===== config.mk =====
export PLATFORM = sky130hd
export DESIGN_NAME = band_limited_impulse_train_unit_flat
export DESIGN_NICKNAME = d
export VERILOG_FILES = /design/src/hw/rtl/bli_pkg.sv /design/src/hw/rtl/bli_if.sv /design/src/hw/rtl/bli_div.sv /design/src/hw/rtl/bli_front.sv /design/src/hw/rtl/bli_fifo.sv /design/src/hw/rtl/bli_back.sv /design/src/hw/rtl/band_limited_impulse_train_unit.sv /design/src/flat_wrapper.sv
export SDC_FILE = /design/constraint.sdc
export NUM_CORES = 2
export LEC_CHECK = 0
export ABC_AREA = 1
export BUFFER_PORTS_ARGS = -buffer_cell sky130_fd_sc_hd__clkbuf_2
export CAP_MARGIN = 0
export CORE_AREA = 2 2 355 497
export DETAILED_ROUTE_END_ITERATION = 7
export DIE_AREA = 0 0 357 499
export GPL_TIMING_DRIVEN = 0
export PLACE_DENSITY = 0.65
export SLEW_MARGIN = 15
export SYNTH_ARGS = -nofsm -noshare
export SYNTH_HDL_FRONTEND = slang
export SYNTH_SLANG_ARGS = --single-unit
export TNS_END_PERCENT = 10

===== constraint.sdc =====
create_clock -name clk -period 8.7 [get_ports clk]
set_input_delay 1.74 -clock clk [delete_from_list [all_inputs] [get_ports clk]]
set_output_delay 1.74 -clock clk [all_outputs]
set_load 0.1 [all_outputs]

===== src/hw/rtl/bli_pkg.sv =====
// shared types, constants and helpers of the band-limited impulse-train unit
`default_nettype none
package bli_pkg;

	localparam int FREQ_W   = 24;
	localparam int SAMPLE_W = 40;
	localparam int PH_W     = 32;
	localparam int ANG_W    = 33;
	localparam int DVD_W    = 48;
	localparam int DVS_W    = 32;
	localparam int FIFO_DEPTH = 2;

	localparam logic [31:0] HALF_PI_Q30 = 32'd1686629713;
	localparam logic signed [34:0] Q30_ONE = 35'sd1073741824;
	localparam logic signed [34:0] INV3F   = 35'sd178956971;
	localparam logic signed [34:0] INV5F   = 35'sd8947849;
	localparam logic signed [34:0] INV7F   = 35'sd213044;
	localparam logic signed [34:0] INV9F   = 35'sd2959;
	localparam logic signed [34:0] INV11F  = 35'sd27;
	localparam logic signed [49:0] SAMPLE_MAX = 50'sd549755813887;
	localparam logic signed [49:0] SAMPLE_MIN = -50'sd549755813888;

	// one sample handed from the front to the back
	typedef struct packed {
		logic [FREQ_W-1:0] freq;
		logic [PH_W-1:0]   phase;
		logic              eob;
	} bli_job_t;

	typedef struct packed {
		logic             start;
		logic [DVD_W-1:0] dividend;
		logic [DVS_W-1:0] divisor;
	} bli_div_req_t;

	typedef struct packed {
		logic             done;
		logic [DVD_W-1:0] quotient;
	} bli_div_rsp_t;

	// magnitude of a signed 32-bit value
	function automatic logic [31:0] mag32(input logic signed [31:0] v);
		logic [31:0] m;
		m = v[31] ? 32'(-v) : 32'(v);
		return m;
	endfunction

	// folded remainder of a turn angle for the sine polynomial
	function automatic logic [31:0] sin_fold(input logic [ANG_W-1:0] ang);
		logic [31:0] r;
		r = {1'b0, ang[30:0]};
		if (ang[31])
			r = 32'h8000_0000 - r;
		return r;
	endfunction

endpackage
`default_nettype wire


===== src/hw/rtl/bli_if.sv =====
// item channels of the band-limited impulse-train unit
`default_nettype none
interface bli_in_if;
	logic        valid;
	logic        ready;
	logic [23:0] freq;
	logic [23:0] phase_offset;
	logic        end_of_block;
	modport source(output valid, output freq, output phase_offset, output end_of_block,
		input ready);
	modport sink(input valid, input freq, input phase_offset, input end_of_block,
		output ready);
endinterface

interface bli_out_if;
	logic               valid;
	logic               ready;
	logic signed [39:0] sample;
	logic               end_of_block_out;
	modport source(output valid, output sample, output end_of_block_out, input ready);
	modport sink(input valid, input sample, input end_of_block_out, output ready);
endinterface
`default_nettype wire


===== src/hw/rtl/bli_div.sv =====
// restoring divider, one quotient bit per cycle
`default_nettype none
module bli_div (
	input  logic                  clk,
	input  logic                  arst_n,
	input  bli_pkg::bli_div_req_t req,
	output bli_pkg::bli_div_rsp_t rsp
);
	localparam int CNT_W = $clog2(bli_pkg::DVD_W + 1);

	logic [bli_pkg::DVS_W-1:0] rem_q;
	logic [bli_pkg::DVD_W-1:0] dq_q;
	logic [bli_pkg::DVS_W-1:0] dvs_q;
	logic [CNT_W-1:0]          cnt_q;
	logic                      busy_q;
	logic                      done_q;
	logic [bli_pkg::DVS_W:0]   trial;
	logic                      ge;
	logic [bli_pkg::DVS_W-1:0] nrem;

	// trial subtract
	always_comb begin
		trial = {rem_q, dq_q[bli_pkg::DVD_W-1]};
		ge    = trial >= {1'b0, dvs_q};
		nrem  = ge ? bli_pkg::DVS_W'(trial - {1'b0, dvs_q}) : trial[bli_pkg::DVS_W-1:0];
	end

	// iteration control; the dividend shifts out as quotient bits shift in
	always_ff @(posedge clk or negedge arst_n) begin
		if (!arst_n) begin
			busy_q <= 1'b0;
			done_q <= 1'b0;
			cnt_q  <= '0;
		end else begin
			done_q <= !req.start && busy_q && (cnt_q == CNT_W'(1));
			if (req.start) begin
				rem_q  <= '0;
				dq_q   <= req.dividend;
				dvs_q  <= req.divisor;
				cnt_q  <= CNT_W'(bli_pkg::DVD_W);
				busy_q <= 1'b1;
			end else if (busy_q) begin
				rem_q <= nrem;
				dq_q  <= {dq_q[bli_pkg::DVD_W-2:0], ge};
				cnt_q <= cnt_q - 1'b1;
				if (cnt_q == CNT_W'(1))
					busy_q <= 1'b0;
			end
		end
	end

	assign rsp.done     = done_q;
	assign rsp.quotient = dq_q;
endmodule
`default_nettype wire


===== src/hw/rtl/bli_front.sv =====
// front: takes items, forms the sample phase and advances the accumulator
`default_nettype none
module bli_front #(
	parameter int PHASE_BITS = 24
) (
	input  logic              clk,
	input  logic              arst_n,
	bli_in_if.sink            feed,
	input  logic              push_ready,
	output logic              push_valid,
	output bli_pkg::bli_job_t push_job
);
	logic [PHASE_BITS-1:0]        acc_q;
	logic [PHASE_BITS-1:0]        step;
	logic [bli_pkg::FREQ_W-1:0]   f_fix;
	logic [bli_pkg::PH_W-1:0]     acc_ext;

	// zero frequency counts as the smallest step
	assign f_fix = (feed.freq == '0) ? bli_pkg::FREQ_W'(1) : feed.freq;

	generate
		if (PHASE_BITS >= 24) begin : g_wide
			assign step = PHASE_BITS'(f_fix) << (PHASE_BITS - 24);
		end else begin : g_narrow
			assign step = PHASE_BITS'(f_fix >> (24 - PHASE_BITS));
		end
	endgenerate

	// phase as a 32-bit fraction of a turn
	assign acc_ext = bli_pkg::PH_W'(acc_q) << (bli_pkg::PH_W - PHASE_BITS);

	assign feed.ready     = push_ready;
	assign push_valid     = feed.valid;
	assign push_job.freq  = f_fix;
	assign push_job.phase = acc_ext + {feed.phase_offset, 8'd0};
	assign push_job.eob   = feed.end_of_block;

	// phase accumulator
	always_ff @(posedge clk or negedge arst_n) begin
		if (!arst_n) begin
			acc_q <= '0;
		end else if (feed.valid && push_ready) begin
			acc_q <= acc_q + step;
		end
	end
endmodule
`default_nettype wire


===== src/hw/rtl/bli_fifo.sv =====
// two-entry queue between front and back
`default_nettype none
module bli_fifo (
	input  logic              clk,
	input  logic              arst_n,
	input  logic              push_valid,
	input  bli_pkg::bli_job_t push_job,
	output logic              push_ready,
	output logic              pop_valid,
	input  logic              pop_ready,
	output bli_pkg::bli_job_t pop_job
);
	localparam int PTR_W = $clog2(bli_pkg::FIFO_DEPTH);
	localparam int CNT_W = $clog2(bli_pkg::FIFO_DEPTH + 1);

	bli_pkg::bli_job_t mem_q [bli_pkg::FIFO_DEPTH];
	logic [PTR_W-1:0]  wp_q;
	logic [PTR_W-1:0]  rp_q;
	logic [CNT_W-1:0]  cnt_q;
	logic              do_push;
	logic              do_pop;

	assign push_ready = cnt_q != CNT_W'(bli_pkg::FIFO_DEPTH);
	assign pop_valid  = cnt_q != '0;
	assign pop_job    = mem_q[rp_q];
	assign do_push    = push_valid && push_ready;
	assign do_pop     = pop_valid && pop_ready;

	// storage
	always_ff @(posedge clk) begin
		if (do_push)
			mem_q[wp_q] <= push_job;
	end

	// pointers and fill level
	always_ff @(posedge clk or negedge arst_n) begin
		if (!arst_n) begin
			wp_q  <= '0;
			rp_q  <= '0;
			cnt_q <= '0;
		end else begin
			if (do_push)
				wp_q <= wp_q + 1'b1;
			if (do_pop)
				rp_q <= rp_q + 1'b1;
			if (do_push && !do_pop)
				cnt_q <= cnt_q + 1'b1;
			else if (do_pop && !do_push)
				cnt_q <= cnt_q - 1'b1;
		end
	end
endmodule
`default_nettype wire


===== src/hw/rtl/bli_back.sv =====
// back: harmonic count, sines through one shared multiplier, ratio divide, output
`default_nettype none
module bli_back (
	input  logic              clk,
	input  logic              arst_n,
	input  logic              pop_valid,
	output logic              pop_ready,
	input  bli_pkg::bli_job_t pop_job,
	bli_out_if.source         result
);
	typedef enum logic [3:0] {
		S_IDLE, S_DIV1, S_DIV1_W, S_MUL, S_USE, S_DIV2, S_DIV2_W, S_SUM
	} state_t;

	typedef enum logic [3:0] {
		U_ANGH, U_X, U_X2, U_H1, U_H2, U_H3, U_H4, U_H5, U_S, U_C2, U_NUM, U_TERM
	} uop_t;

	typedef enum logic [1:0] {SEL_W, SEL_N, SEL_H} sel_t;

	state_t                      state_q;
	uop_t                        uop_q;
	sel_t                        sel_q;
	bli_pkg::bli_job_t           job_q;
	logic [23:0]                 h_q;
	logic [15:0]                 a_q;
	logic [bli_pkg::ANG_W-1:0]   angh_q;
	logic [1:0]                  quad_q;
	logic [31:0]                 x_q;
	logic [31:0]                 x2_q;
	logic signed [34:0]          acc_q;
	logic signed [31:0]          sw_q;
	logic signed [31:0]          sn_q;
	logic signed [31:0]          ch_q;
	logic signed [31:0]          c2_q;
	logic [47:0]                 nq_q;
	logic signed [17:0]          term_q;
	logic [46:0]                 quo_q;
	logic [31:0]                 opa_q;
	logic [31:0]                 opb_q;
	logic [63:0]                 prod_q;
	logic                        ov_q;
	logic signed [39:0]          sample_q;
	logic                        eob_q;

	bli_pkg::bli_div_req_t       div_req;
	bli_pkg::bli_div_rsp_t       div_rsp;

	logic [bli_pkg::ANG_W-1:0]   nxt_ang;
	logic [32:0]                 pm;
	logic signed [34:0]          hc;
	logic signed [34:0]          acc_new;
	logic [31:0]                 acc_mag;
	logic [30:0]                 smag;
	logic signed [31:0]          s_val;
	logic signed [31:0]          c2_val;
	logic signed [48:0]          ratio;
	logic signed [49:0]          y_sum;
	logic signed [39:0]          y_sat;
	logic                        r_neg;
	logic                        emit;

	bli_div u_div (
		.clk    (clk),
		.arst_n (arst_n),
		.req    (div_req),
		.rsp    (div_rsp)
	);

	// divider requests: 2^39/f first, then the Dirichlet ratio
	always_comb begin
		div_req.start    = (state_q == S_DIV1) || (state_q == S_DIV2);
		div_req.dividend = (state_q == S_DIV1) ? 48'h0080_0000_0000 : nq_q;
		div_req.divisor  = (state_q == S_DIV1) ? 32'(job_q.freq) : bli_pkg::mag32(sw_q);
	end

	// angle of the next sine to start
	always_comb begin
		if (uop_q == U_ANGH)
			nxt_ang = {1'b0, job_q.phase};
		else if (sel_q == SEL_W)
			nxt_ang = angh_q - {1'b0, job_q.phase};
		else
			nxt_ang = angh_q + 33'h0_8000_0000;
	end

	// product post-processing: Horner step, sine finish, double angle
	always_comb begin
		pm = prod_q[62:30];
		case (uop_q)
			U_H1:    hc = bli_pkg::INV9F;
			U_H2:    hc = -bli_pkg::INV7F;
			U_H3:    hc = bli_pkg::INV5F;
			U_H4:    hc = -bli_pkg::INV3F;
			default: hc = bli_pkg::Q30_ONE;
		endcase
		acc_new = hc + (acc_q[34] ? -$signed({2'b00, pm}) : $signed({2'b00, pm}));
		acc_mag = acc_new[34] ? 32'(-acc_new) : 32'(acc_new);
		smag    = (pm > 33'h0_4000_0000) ? 31'h4000_0000 : pm[30:0];
		s_val   = (acc_q[34] ^ quad_q[1]) ? -$signed({1'b0, smag}) : $signed({1'b0, smag});
		c2_val  = $signed({pm[30:0], 1'b0}) - 32'sh4000_0000;
	end

	// ratio and sum with saturation
	always_comb begin
		r_neg = (ch_q[31] ^ sn_q[31]) ^ sw_q[31];
		if (sw_q == '0)
			ratio = ($signed({25'd0, h_q}) - 49'sd1) <<< 16;
		else
			ratio = r_neg ? -$signed({2'b00, quo_q}) : $signed({2'b00, quo_q});
		y_sum = 50'(ratio) + 50'(term_q);
		if (y_sum > bli_pkg::SAMPLE_MAX)
			y_sat = 40'(bli_pkg::SAMPLE_MAX);
		else if (y_sum < bli_pkg::SAMPLE_MIN)
			y_sat = 40'(bli_pkg::SAMPLE_MIN);
		else
			y_sat = y_sum[39:0];
	end

	// a finished sample moves into the output register
	assign emit = (state_q == S_SUM) && (!ov_q || result.ready);

	assign pop_ready               = state_q == S_IDLE;
	assign result.valid            = ov_q;
	assign result.sample           = sample_q;
	assign result.end_of_block_out = eob_q;

	// sequencer
	always_ff @(posedge clk or negedge arst_n) begin
		if (!arst_n) begin
			state_q <= S_IDLE;
			ov_q    <= 1'b0;
			uop_q   <= U_ANGH;
			sel_q   <= SEL_W;
		end else begin
			if (emit)
				ov_q <= 1'b1;
			else if (ov_q && result.ready)
				ov_q <= 1'b0;
			case (state_q)
				S_IDLE: begin
					if (pop_valid) begin
						job_q   <= pop_job;
						state_q <= S_DIV1;
					end
				end
				S_DIV1: state_q <= S_DIV1_W;
				S_DIV1_W: begin
					if (div_rsp.done) begin
						h_q     <= div_rsp.quotient[39:16];
						a_q     <= div_rsp.quotient[15:0];
						opa_q   <= 32'(div_rsp.quotient[39:16]);
						opb_q   <= job_q.phase;
						uop_q   <= U_ANGH;
						state_q <= S_MUL;
					end
				end
				S_MUL: begin
					prod_q  <= 64'(opa_q) * 64'(opb_q);
					state_q <= S_USE;
				end
				S_USE: begin
					state_q <= (uop_q != U_TERM) ? S_MUL : ((sw_q == '0) ? S_SUM : S_DIV2);
					case (uop_q)
						U_ANGH: begin
							angh_q <= prod_q[32:0];
							sel_q  <= SEL_W;
							quad_q <= nxt_ang[32:31];
							opa_q  <= bli_pkg::sin_fold(nxt_ang);
							opb_q  <= bli_pkg::HALF_PI_Q30;
							uop_q  <= U_X;
						end
						U_X: begin
							x_q   <= prod_q[62:31];
							opa_q <= prod_q[62:31];
							opb_q <= prod_q[62:31];
							uop_q <= U_X2;
						end
						U_X2: begin
							x2_q  <= prod_q[61:30];
							acc_q <= -bli_pkg::INV11F;
							opa_q <= prod_q[61:30];
							opb_q <= 32'(bli_pkg::INV11F);
							uop_q <= U_H1;
						end
						U_H1, U_H2, U_H3, U_H4: begin
							acc_q <= acc_new;
							opa_q <= x2_q;
							opb_q <= acc_mag;
							uop_q <= uop_t'(uop_q + 1'b1);
						end
						U_H5: begin
							acc_q <= acc_new;
							opa_q <= x_q;
							opb_q <= acc_mag;
							uop_q <= U_S;
						end
						U_S: begin
							case (sel_q)
								SEL_W: begin
									sw_q   <= s_val;
									sel_q  <= SEL_N;
									quad_q <= nxt_ang[32:31];
									opa_q  <= bli_pkg::sin_fold(nxt_ang);
									opb_q  <= bli_pkg::HALF_PI_Q30;
									uop_q  <= U_X;
								end
								SEL_N: begin
									sn_q   <= s_val;
									sel_q  <= SEL_H;
									quad_q <= nxt_ang[32:31];
									opa_q  <= bli_pkg::sin_fold(nxt_ang);
									opb_q  <= bli_pkg::HALF_PI_Q30;
									uop_q  <= U_X;
								end
								default: begin
									ch_q  <= s_val;
									opa_q <= bli_pkg::mag32(s_val);
									opb_q <= bli_pkg::mag32(s_val);
									uop_q <= U_C2;
								end
							endcase
						end
						U_C2: begin
							c2_q  <= c2_val;
							opa_q <= bli_pkg::mag32(ch_q);
							opb_q <= bli_pkg::mag32(sn_q);
							uop_q <= U_NUM;
						end
						U_NUM: begin
							nq_q  <= prod_q[61:14];
							opa_q <= 32'(a_q);
							opb_q <= bli_pkg::mag32(c2_q);
							uop_q <= U_TERM;
						end
						default: begin
							term_q <= c2_q[31] ? -$signed({1'b0, pm[16:0]})
								: $signed({1'b0, pm[16:0]});
						end
					endcase
				end
				S_DIV2: state_q <= S_DIV2_W;
				S_DIV2_W: begin
					if (div_rsp.done) begin
						quo_q   <= div_rsp.quotient[46:0];
						state_q <= S_SUM;
					end
				end
				S_SUM: begin
					if (emit) begin
						sample_q <= y_sat;
						eob_q    <= job_q.eob;
						state_q  <= S_IDLE;
					end
				end
				default: state_q <= S_IDLE;
			endcase
		end
	end
endmodule
`default_nettype wire


===== src/hw/rtl/band_limited_impulse_train_unit.sv =====
// top level of the band-limited impulse-train oscillator
//
// Band-limited impulse-train oscillator: each item carries a Q0.24 frequency and
// phase offset and yields one signed Q24.16 sample plus the end-of-block flag.
// The front takes an item whenever its two-entry queue has room and advances the
// phase accumulator at once; the back works on one item at a time. Its pace is
// set by the shared restoring divider, used once for the harmonic count and once
// for the Dirichlet ratio (skipped when the base-angle sine is zero), and by the
// single 32x32 multiplier that serves all sine polynomials. A finished sample
// waits in the output register while the back starts the next item.
`default_nettype none
module band_limited_impulse_train_unit #(
	parameter int PHASE_BITS = 24
) (
	input  logic      clk,
	input  logic      arst_n,
	bli_in_if.sink    feed,
	bli_out_if.source result
);
	logic              push_valid;
	logic              push_ready;
	bli_pkg::bli_job_t push_job;
	logic              pop_valid;
	logic              pop_ready;
	bli_pkg::bli_job_t pop_job;

	bli_front #(.PHASE_BITS(PHASE_BITS)) u_front (
		.clk        (clk),
		.arst_n     (arst_n),
		.feed       (feed),
		.push_ready (push_ready),
		.push_valid (push_valid),
		.push_job   (push_job)
	);

	bli_fifo u_fifo (
		.clk        (clk),
		.arst_n     (arst_n),
		.push_valid (push_valid),
		.push_job   (push_job),
		.push_ready (push_ready),
		.pop_valid  (pop_valid),
		.pop_ready  (pop_ready),
		.pop_job    (pop_job)
	);

	bli_back u_back (
		.clk       (clk),
		.arst_n    (arst_n),
		.pop_valid (pop_valid),
		.pop_ready (pop_ready),
		.pop_job   (pop_job),
		.result    (result)
	);
endmodule
`default_nettype wire


===== src/flat_wrapper.sv =====
// flat-port wrapper written by rule: the top's interface ports become plain ports
module band_limited_impulse_train_unit_flat 
#(
	parameter int PHASE_BITS = 24
)
  (clk, arst_n, feed_valid, feed_freq, feed_phase_offset, feed_end_of_block, feed_ready, result_valid, result_sample, result_end_of_block_out, result_ready);
  bli_in_if feed_i ();
  bli_out_if result_i ();
  input  logic clk;
  input  logic arst_n;
  input wire logic [$bits(feed_i.valid)-1:0] feed_valid;
  input wire logic [$bits(feed_i.freq)-1:0] feed_freq;
  input wire logic [$bits(feed_i.phase_offset)-1:0] feed_phase_offset;
  input wire logic [$bits(feed_i.end_of_block)-1:0] feed_end_of_block;
  output wire logic [$bits(feed_i.ready)-1:0] feed_ready;
  output wire logic [$bits(result_i.valid)-1:0] result_valid;
  output wire logic [$bits(result_i.sample)-1:0] result_sample;
  output wire logic [$bits(result_i.end_of_block_out)-1:0] result_end_of_block_out;
  input wire logic [$bits(result_i.ready)-1:0] result_ready;
  assign feed_i.valid = feed_valid;
  assign feed_i.freq = feed_freq;
  assign feed_i.phase_offset = feed_phase_offset;
  assign feed_i.end_of_block = feed_end_of_block;
  assign feed_ready = feed_i.ready;
  assign result_valid = result_i.valid;
  assign result_sample = result_i.sample;
  assign result_end_of_block_out = result_i.end_of_block_out;
  assign result_i.ready = result_ready;
  band_limited_impulse_train_unit #(.PHASE_BITS(PHASE_BITS)) u_core (.clk(clk), .arst_n(arst_n), .feed(feed_i), .result(result_i));
endmodule

==> summary.md <==
| Metric | Value |
|---|---|
| Final min period | 8.69 ns |
| CP Buf/Inv Count | 9 |
| RSZ-0062 raised after global routing | true |
| CTS max path bufs | 3 |
| Final global-route overflow total | 0 |
| Row count | 181 |
| Setup ws final | 0.00698 ns |
| R2R cell count | 29 |
| Post-synth EDFFs | 806 |
| Setup Total Neg Slack | 0 ns |
| Post-DP HPWL | 313000 um |
| Initial drt markers | 7137 |
| Initial antenna violation count | 27 |
| Hold Slack | 0.431 ns |
| Crit end category | flip-flop |
| Clock sinks | 852 |
| Reg clk slew, reported paths | 0.07 ns |
| Final Wtd Congestion | 1.11 |
| Die footprint | 0.178 sq mm |
| Leading post-synthesis cells by cell area | edfxtp_1, fa_1, nand2_1, inv_1, ha_1 |
| Sequential fraction of the synthesis area | 0.293 |
| Max Slew Vio Count | 0 |
| Via density | 5.75 |
| Most common cell in the netlist | nand2_1 |
| Cell taking the most area after synthesis | edfxtp_1 |
| CTS tree | built |
| Slew @ Worst Pin | 1.37 ns |
| Max Freq | 115 MHz |
| CTS buffer count | 82 |
| Worst hold start | u_core.u_back.prod_q[12] |
| Max Cap Viol | 0 |
| Initial Util | 0.498 |
| Drt drc | 0 |
| Worst slack at placement | -1.16 ns |
| Antenna Nets Post-Route | 0 |
| Async SR Flop Fraction | 0.0540 |
| CP Class | reg2reg |
| PortBufs | 95 |
| Netlist Area Pre-Place | 0.0864 sq mm |
| Largest net degree at the start of global routing | 66 |
| Net count after synthesis | 12.0k |
| Via count of the first global-routing pass | 76.8k |
| Reg2Reg Setup Slack | 0.007 ns |
| CTS H-tree depth | 3 |
| CP max stage cell | fa_1 |
| CP delay by family, top | adder cells |
| Fillers | 16.5k |
| CP arrival | 9.25 ns |
| Latest clock arrival within the worst-skew pair | 0.72 ns |
| # IOs | 96 |
| Worst Setup EP | u_core.u_back.prod_q[60] |
| CP required | 9.25 ns |
| Core area | 0.173 sq mm |
| Max incr delay on CP | 0.61 ns |
| Vias | 76.0k |
| WL per Instance | 28.7 um |
| Worst setup SP type | flip-flop |
| Synth cell count leaders | nand2_1, inv_1, fa_1 |
| Die W | 357 um |
| Final WL | 380000 um |
| Synth Register Bits | 852 |
| Synth-to-Final Area Change | 8.88% |
| Top-area cell type share of the netlist area | 0.280 |
| Synth cell types | 71 |
| Final Hold Fails | 0 |
| Path length in cells of the critical path | 29 |
| CP max FO | 10 |
| Nets@finish | 12.3k |
| Syn avg cell area | 8.16 sq um |
| Status | completed |
| Clock root buffer | clkbuf_16 |
| Main flop type after synthesis | edfxtp_1 |
| Worst Hold Class | reg2reg |
| Chip Height | 499 um |
| First drt pass iteration count | 8 |
| First-pass GRT wire length | 537000 um |
| YS warnings | 0 |
| RR Endpoint | u_core.u_back.prod_q[60] |
| Crit. Startpoint | u_core.u_back.opa_q[15] |
| FF-to-FF Start | u_core.u_back.opa_q[15] |
| Slew HR | 0.0844 |
| Post-Syn Instances | 10.6k |
| Worst Skew | 0.0261 ns |
| Final setup viols | 0 |
| Total GRT Usage | 0.428 |
| Final period utilization | 0.999 |
| Layout cell share with drive strength beyond 1 | 0.0623 |
[sequential cells by signal, indices dropped and copies added, names as in the netlist, 16 cells and up]
| name | flops |
|---|---|
| u_core.u_fifo.mem_q | 98 |
| u_core.u_back.u_div.dvs_q | 32 |
| u_core.u_back.u_div.dq_q | 48 |
| u_core.u_back.quo_q | 47 |
| u_core.u_back.ch_q | 32 |
| u_core.u_back.prod_q | 63 |
| u_core.u_back.x_q | 32 |
| u_core.u_back.result.sample | 40 |
| u_core.u_back.c2_q | 31 |
| u_core.u_back.nq_q | 48 |
| u_core.u_back.angh_q | 33 |
| u_core.u_back.term_q | 18 |
| u_core.u_back.u_div.rem_q | 32 |
| u_core.u_back.sw_q | 32 |
| u_core.u_front.acc_q | 24 |
| u_core.u_back.opb_q | 32 |
| u_core.u_back.job_q | 49 |
| u_core.u_back.a_q | 16 |
| u_core.u_back.sn_q | 32 |
| u_core.u_back.h_q | 24 |
| u_core.u_back.opa_q | 32 |
| u_core.u_back.x2_q | 32 |
[placed cells by master, fill, tap and decap left out, drive strengths merged, types with 14 or more instances in the layout]
cell	netlist	final
a211oi	14	14
o211ai	22	22
o31ai	17	17
nand3	374	374
o21bai	20	20
a22o	39	39
xor2	202	202
o21ai	497	497
ha	459	459
nand2	2664	2664
diode	0	16
nor2	697	697
o22ai	17	17
inv	2269	2282
edfxtp	806	806
nor4	41	41
nand4	81	81
dfrtp	46	46
a31oi	73	73
o21a	20	20
or2	18	18
xnor2	134	134
nand3b	24	24
buf	61	169
nor3	141	141
a221oi	23	23
fa	901	901
a21oi	502	502
clkinv	4	39
clkbuf	326	477
[metal layers]
metal	GRT usage	share of wire	wire length (um)
met3	0.0690	0.071	26900
met1	0.435	0.31	119000
met2	0.715	0.48	182000
met5	0	0.00016	61
met4	0.462	0.14	51600
[worst min path at each step]
stage          cells after the start                       end  slack (ns)
6_report                           0  u_core.u_back.angh_q[12]        0.43
5_1_grt                            0   u_core.u_back.angh_q[9]        0.44
4_1_cts                            0  u_core.u_back.angh_q[12]        0.43
3_5_place_dp                       0  u_core.u_back.angh_q[13]        0.41
3_3_place_gp                       0  u_core.u_back.angh_q[13]        0.41
2_1_floorplan                      0   u_core.u_back.angh_q[0]        0.40
[kinds of logic (layout without fill, tap and decap cells)]
family | Yosys count | in the layout | share of synthesized area
AND/OR/NAND/NOR | 4053 | 4053 | 0.193
buffers and inverters | 2660 | 2983 | 0.117
adder cells (fa/ha/maj) | 1360 | 1360 | 0.275
AO/OA/AOI/OAI | 1317 | 1317 | 0.0867
flip-flops | 852 | 852 | 0.293
XOR/XNOR | 336 | 336 | 0.0341
multiplexers | 7 | 7 | 0.000811
other | 0 | 16 | 0
[per-stage QoR]
| step | utilization | cells | instance area, sq um |
|---|---|---|---|
| 4_1_cts | 0.540 | 13200 | 93700 |
| 5_1_grt | 0.542 | 13200 | 94000 |
| 3_3_place_gp | 0.517 | 13000 | 89700 |
| 6_report | 0.542 | 13200 | 94100 |
| 2_1_floorplan | - | 10600 | 86400 |
| 3_5_place_dp | 0.521 | 13000 | 90400 |
[area by class of cell]
type	instances	area, sq um	area share
well taps	2287	2860	0.0304
inverters	2273	8530	0.0907
repair buffers	169	1390	0.0148
plain buffers	387	1930	0.0205
flip-flops and latches	852	25400	0.270
clock inverters	64	691	0.00734
clock buffers	90	2100	0.0224
diodes	16	40.0	0.000426
multi-input cells	7073	51200	0.544
[timing repair]
item | 4_1_cts | 5_1_grt
gates cloned | 0 | 0
gates resized for setup | 150 | 184
setup buffers | 17 | 14
hold buffers | 0 | 0
pin swaps | 0 | 1
setup endpoints to repair | 34 | 19
Power is not shown: default switching activity piles up to over one toggle a cycle in this logic, so the estimate is an artifact.
